File: src/design/mf2d_pkg.sv
// Shared constants, payload types and window types of the RGB median filter.
package mf2d_pkg;

    localparam int MAX_RADIUS = 2;
    localparam int MAX_WIDTH  = 1024;
    localparam int MAX_HEIGHT = 4096;

    localparam int CH_W     = 8;
    localparam int PIX_W    = 3 * CH_W;
    localparam int RAD_W    = 2;
    localparam int WID_W    = 11;
    localparam int HGT_W    = 13;
    localparam int CFG_IDX_W  = 2;
    localparam int CFG_DATA_W = 13;

    localparam int LS_ROWS  = 2 * MAX_RADIUS + 2;
    localparam int WORD_W   = LS_ROWS * PIX_W;
    localparam int SLOT_W   = $clog2(LS_ROWS);
    localparam int WIN_SIDE = 2 * MAX_RADIUS + 1;
    localparam int WIN_N    = WIN_SIDE * WIN_SIDE;
    localparam int COLQ     = 2 * MAX_RADIUS;
    localparam int CQ_W     = $clog2(WIN_SIDE);
    localparam int RANK_W   = $clog2(WIN_N);
    localparam int COL_W    = $clog2(MAX_WIDTH);
    localparam int ROW_W    = $clog2(MAX_HEIGHT) + 1;
    localparam int POS_W    = $clog2(MAX_WIDTH * MAX_HEIGHT) + 1;
    localparam int LAG_W    = $clog2(MAX_RADIUS * MAX_WIDTH + MAX_RADIUS + 1);

    localparam logic [CFG_IDX_W-1:0] REG_RADIUS = 2'd0;
    localparam logic [CFG_IDX_W-1:0] REG_WIDTH  = 2'd1;
    localparam logic [CFG_IDX_W-1:0] REG_HEIGHT = 2'd2;

    typedef struct packed {
        logic            is_flush;
        logic [CH_W-1:0] in_ch2;
        logic [CH_W-1:0] in_ch1;
        logic [CH_W-1:0] in_ch0;
    } in_item_t;

    typedef struct packed {
        logic            end_of_frame;
        logic [CH_W-1:0] out_ch2;
        logic [CH_W-1:0] out_ch1;
        logic [CH_W-1:0] out_ch0;
    } out_item_t;

    typedef logic [WIN_N-1:0][CH_W-1:0] win_t;

endpackage

File: src/design/mf2d_median.sv
// Pipelined rank-select median of one color channel over the masked window.
module mf2d_median
    import mf2d_pkg::*;
(
    input  logic              clk,
    input  logic              en,
    input  win_t              win,
    input  logic [WIN_N-1:0]  mask,
    input  logic [RANK_W-1:0] mid,
    output logic [CH_W-1:0]   med
);

    logic [WIN_N-1:0] lt_reg [WIN_N];
    logic [WIN_N-1:0] lt_next [WIN_N];
    win_t              v1_reg;
    win_t              v2_reg;
    logic [WIN_N-1:0]  mask1_reg;
    logic [RANK_W-1:0] mid1_reg;
    logic [WIN_N-1:0]  hit_reg;
    logic [WIN_N-1:0]  hit_next;
    logic [CH_W-1:0]   med_reg;
    logic [CH_W-1:0]   med_next;

    // An element precedes another when smaller, or equal and earlier in the window.
    always_comb
    begin
        for (int i = 0; i < WIN_N; i++)
        begin
            for (int j = 0; j < WIN_N; j++)
            begin
                lt_next[i][j] = mask[j] && (i != j) &&
                                ((win[j] < win[i]) || ((win[j] == win[i]) && (j < i)));
            end
        end
    end

    // Rank is a two-level population count of the precedence row.
    always_comb
    begin
        logic [2:0]        part;
        logic [RANK_W-1:0] rank;
        for (int i = 0; i < WIN_N; i++)
        begin
            rank = '0;
            for (int g = 0; g < WIN_SIDE; g++)
            begin
                part = '0;
                for (int b = 0; b < WIN_SIDE; b++)
                begin
                    part = part + {2'b00, lt_reg[i][g * WIN_SIDE + b]};
                end
                rank = rank + RANK_W'(part);
            end
            hit_next[i] = mask1_reg[i] && (rank == mid1_reg);
        end
    end

    always_comb
    begin
        med_next = '0;
        for (int i = 0; i < WIN_N; i++)
        begin
            med_next = med_next | (hit_reg[i] ? v2_reg[i] : '0);
        end
    end

    always_ff @(posedge clk)
    begin
        if (en)
        begin
            for (int i = 0; i < WIN_N; i++)
            begin
                lt_reg[i] <= lt_next[i];
            end
            v1_reg    <= win;
            mask1_reg <= mask;
            mid1_reg  <= mid;
            hit_reg   <= hit_next;
            v2_reg    <= v1_reg;
            med_reg   <= med_next;
        end
    end

    assign med = med_reg;

endmodule
File: config.mk
export PLATFORM = sky130hd
export DESIGN_NAME = mf2d_median
export DESIGN_NICKNAME = d
export VERILOG_FILES = /design/src/design/mf2d_pkg.sv /design/src/design/mf2d_median.sv
export SDC_FILE = /design/constraint.sdc
export NUM_CORES = 2
export LEC_CHECK = 0
export BUFFER_PORTS_ARGS = -buffer_cell sky130_fd_sc_hd__buf_2
export CAP_MARGIN = 20
export CORE_MARGIN = 10
export CORE_UTILIZATION = 55
export DETAILED_ROUTE_END_ITERATION = 8
export GPL_TIMING_DRIVEN = 0
export HOLD_SLACK_MARGIN = 0.1
export PLACE_DENSITY = 0.71
export SYNTH_ARGS = -nofsm -noshare
export SYNTH_HDL_FRONTEND = slang
export SYNTH_SLANG_ARGS = --single-unit
export TNS_END_PERCENT = 30
File: constraint.sdc
create_clock -name clk -period 12.5 [get_ports clk]
set_input_delay 1.875 -clock clk [delete_from_list [all_inputs] [get_ports clk]]
set_output_delay 1.875 -clock clk [all_outputs]
set_load 0.02 [all_outputs]
==> metrics.yaml <==
drive_gt1_frac: 0.0587
max_slew_margin: 0.0960
maxCapViolations: 0
drv_slew: 0
ant_nets: 0
cp_slowest_cell: "fa_1"
crit_chain: "ha_1 -> inv_1 -> fa_1 -> inv_1 -> ha_1 -> inv_1 -> fa_1 -> fa_1 -> inv_1 -> fa_1 -> inv_1 -> fa_1 -> inv_1 -> ha_1 -> fa_1 -> a21o_1 -> a21oi_1 -> xnor2_1 -> nor3_1"
insertion_delay_ns: 0.86
slowest_delay_ns: 0.51
worstPathMaxFanout: 2
status: "finished clean"
power.density_mw_per_mm2: 170
hold_depth: 0
syn_area_per_cell_um2: 10.5
ff2ff_path_depth: 19
core_mm2: 0.198
ioPinCount: 240
clock_skew_ns: 0.0629
first_iter_violations: 13800
dieArea_mm2: 0.218
synth_cell_types: 45
fin_util: 0.615
cts-root-buf: "clkbuf_16"
first_pass_iters: 9
setup_viol: 0
cts_resized: 0
area_growth_pct: 10.9
syn_nets: 13900
ys_seq_area_frac: 0.291
grt.total_usage: 0.427
hp-class: "reg -> reg"
p_leak_uw: 0.0550
min_period_over_period: 0.436
cts_made_buffers: 137
largest_register_ffs: 600
final.setup.tns_ns: 0
tightest_slew_ns: 1.36
fmax_mhz: 183
portBuffers: 239
synth_edf_count: 1063
dieHeight_um: 467
cp.depth: 19
ys_ff_latch: 1063
arrival_ns: 6.09
crit_family: "adder cells"
critPathRequiredTime_ns: 13.14
peakVddDrop_uv: 144
drc: 0
ctsLongestPathBuffers: 3
vias: 96400
viasPerCell: 7.02
final_nets: 14400
grt_pass1_wl_um: 664000
startpoint_type: "register"
cp-end-kind: "register"
yosysWarnings: 0
rsz0062_at_grt: "no"
synth-main-ff-cell: "edfxtp_1"
overflow: 0
path_buf_inv: 6
path_class: "reg -> reg"
postCtsSetupBuffers: 0
hold_buffers: 0
synth_async_sr_flop_share: 0
clk_pin_slew_worst_paths_ns: 0.07
clock-sinks: 1063
rows: 163
wl_per_cell_um: 35.0
start_util: 0.555
grt_pass1_vias: 93800
cts_tree: "done"
syn_area_mm2: 0.110
antenna_found_initial: 48
htreeDepth: 4
hold_viol: 0
gp_congestion: 0.970
die_x_um: 467
wl_um: 481000
holdWs_ns: 0.392
grt_max_degree: 180
syn_inst: 10500
post-route-min-period_ns: 5.45
dp_hpwl_um: 344000
worst register-to-register path, stage by stage, from the launching register on:
cell	delay (ns)
edfxtp_1	0.39
ha_1	0.30
inv_1	0.05
fa_1	0.48
inv_1	0.04
ha_1	0.40
inv_1	0.09
fa_1	0.45
fa_1	0.49
inv_1	0.11
fa_1	0.51
inv_1	0.05
fa_1	0.49
inv_1	0.05
ha_1	0.21
fa_1	0.42
a21o_1	0.18
a21oi_1	0.19
xnor2_1	0.10
nor3_1	0.24
area by class of cell:
type,count,area (um2)
sequential,1063,31900
clock inverter,102,1470
multi-input combinational,8016,72500
inverter,1298,4870
antenna,37,92.6
fill,15700,76100
tap,2640,3300
clock buffer,151,3480
buffer,88,450
timing repair buffer,346,3610
per-layer routing:
layer | vias up | wire length, um | GRT usage
met5 | - | 341 | 0
met1 | 46200 | 169000 | 0.531
met2 | 7807 | 191000 | 0.603
li1 | 40300 | - | -
met3 | 2099 | 74800 | 0.149
met4 | 52 | 45900 | 0.325
through the flow:
step | setup slack (ns) | std cells | cell area, um2 | power (uW)
6_report | 7.05 | 13700 | 122000 | 20700
4_1_cts | 7.09 | 13700 | 121000 | 20400
3_3_place_gp | -8.07 | 13300 | 114000 | 15600
2_1_floorplan | 7.73 | 10500 | 110000 | 12300
3_5_place_dp | 7.13 | 13400 | 116000 | 15900
5_1_grt | 6.90 | 13700 | 122000 | 22000
worst paths after layout:
kind	from	endpoint	slack [ns]
max	lt_reg[0][16]$_DFFE_PP_	hit_reg[0]$_DFFE_PP_	7.05
min	v1_reg[100]$_DFFE_PP_	v2_reg[100]$_DFFE_PP_	0.39
max reg2reg	lt_reg[0][16]$_DFFE_PP_	hit_reg[0]$_DFFE_PP_	7.05
min reg2reg	v1_reg[100]$_DFFE_PP_	v2_reg[100]$_DFFE_PP_	0.39
logic make-up after synthesis:
family | Yosys count | synth area share
buffers and inverters | 1386 | 0.0484
AOI/OAI and AO/OA | 2651 | 0.148
xor gates and xnor gates | 200 | 0.0167
DFF | 1063 | 0.291
adders and majority gates | 3247 | 0.397
and+or+nand+nor | 1918 | 0.0987
cells in the mapped netlist, drive strengths merged, types with 184 or more instances:
library cell	instances	area (um2)
nor2b	292	1830
nand2	346	1300
a21oi	1154	5780
o21a	231	1730
nand4	588	3680
fa	401	8030
nand2b	184	1150
edfxtp	1063	31900
o211ai	299	2240
o21ai	415	2080
ha	2846	35600
inv	1297	4870
placed cells by master (no fill, tap or decap), drive strengths merged, types with 30 or more instances in the layout:
cell | netlist | layout
a22oi | 56 | 56
xor2 | 98 | 98
nor3 | 87 | 87
and3 | 119 | 119
nand2 | 346 | 346
nor2 | 168 | 168
a21boi | 117 | 117
ha | 2846 | 2846
clkinv | 1 | 64
a211o | 119 | 119
nand4 | 588 | 588
xnor2 | 102 | 102
a31oi | 30 | 30
o211ai | 299 | 299
a21o | 112 | 112
a21oi | 1154 | 1154
inv | 1297 | 1301
buf | 19 | 365
o21a | 231 | 231
nor2b | 292 | 292
clkbuf | 69 | 220
o21ai | 415 | 415
nor3b | 99 | 99
nand2b | 184 | 184
fa | 401 | 401
edfxtp | 1063 | 1063
diode | 0 | 37
report_power, final:
part           switching [uW]  leakage [uW]  internal [uW]
clock                    1890       0.00235           2540
combinational            6870        0.0423           4850
sequential                165        0.0103           4350
total                    8920        0.0550          11700
Power figures use the tool's default switching activity.
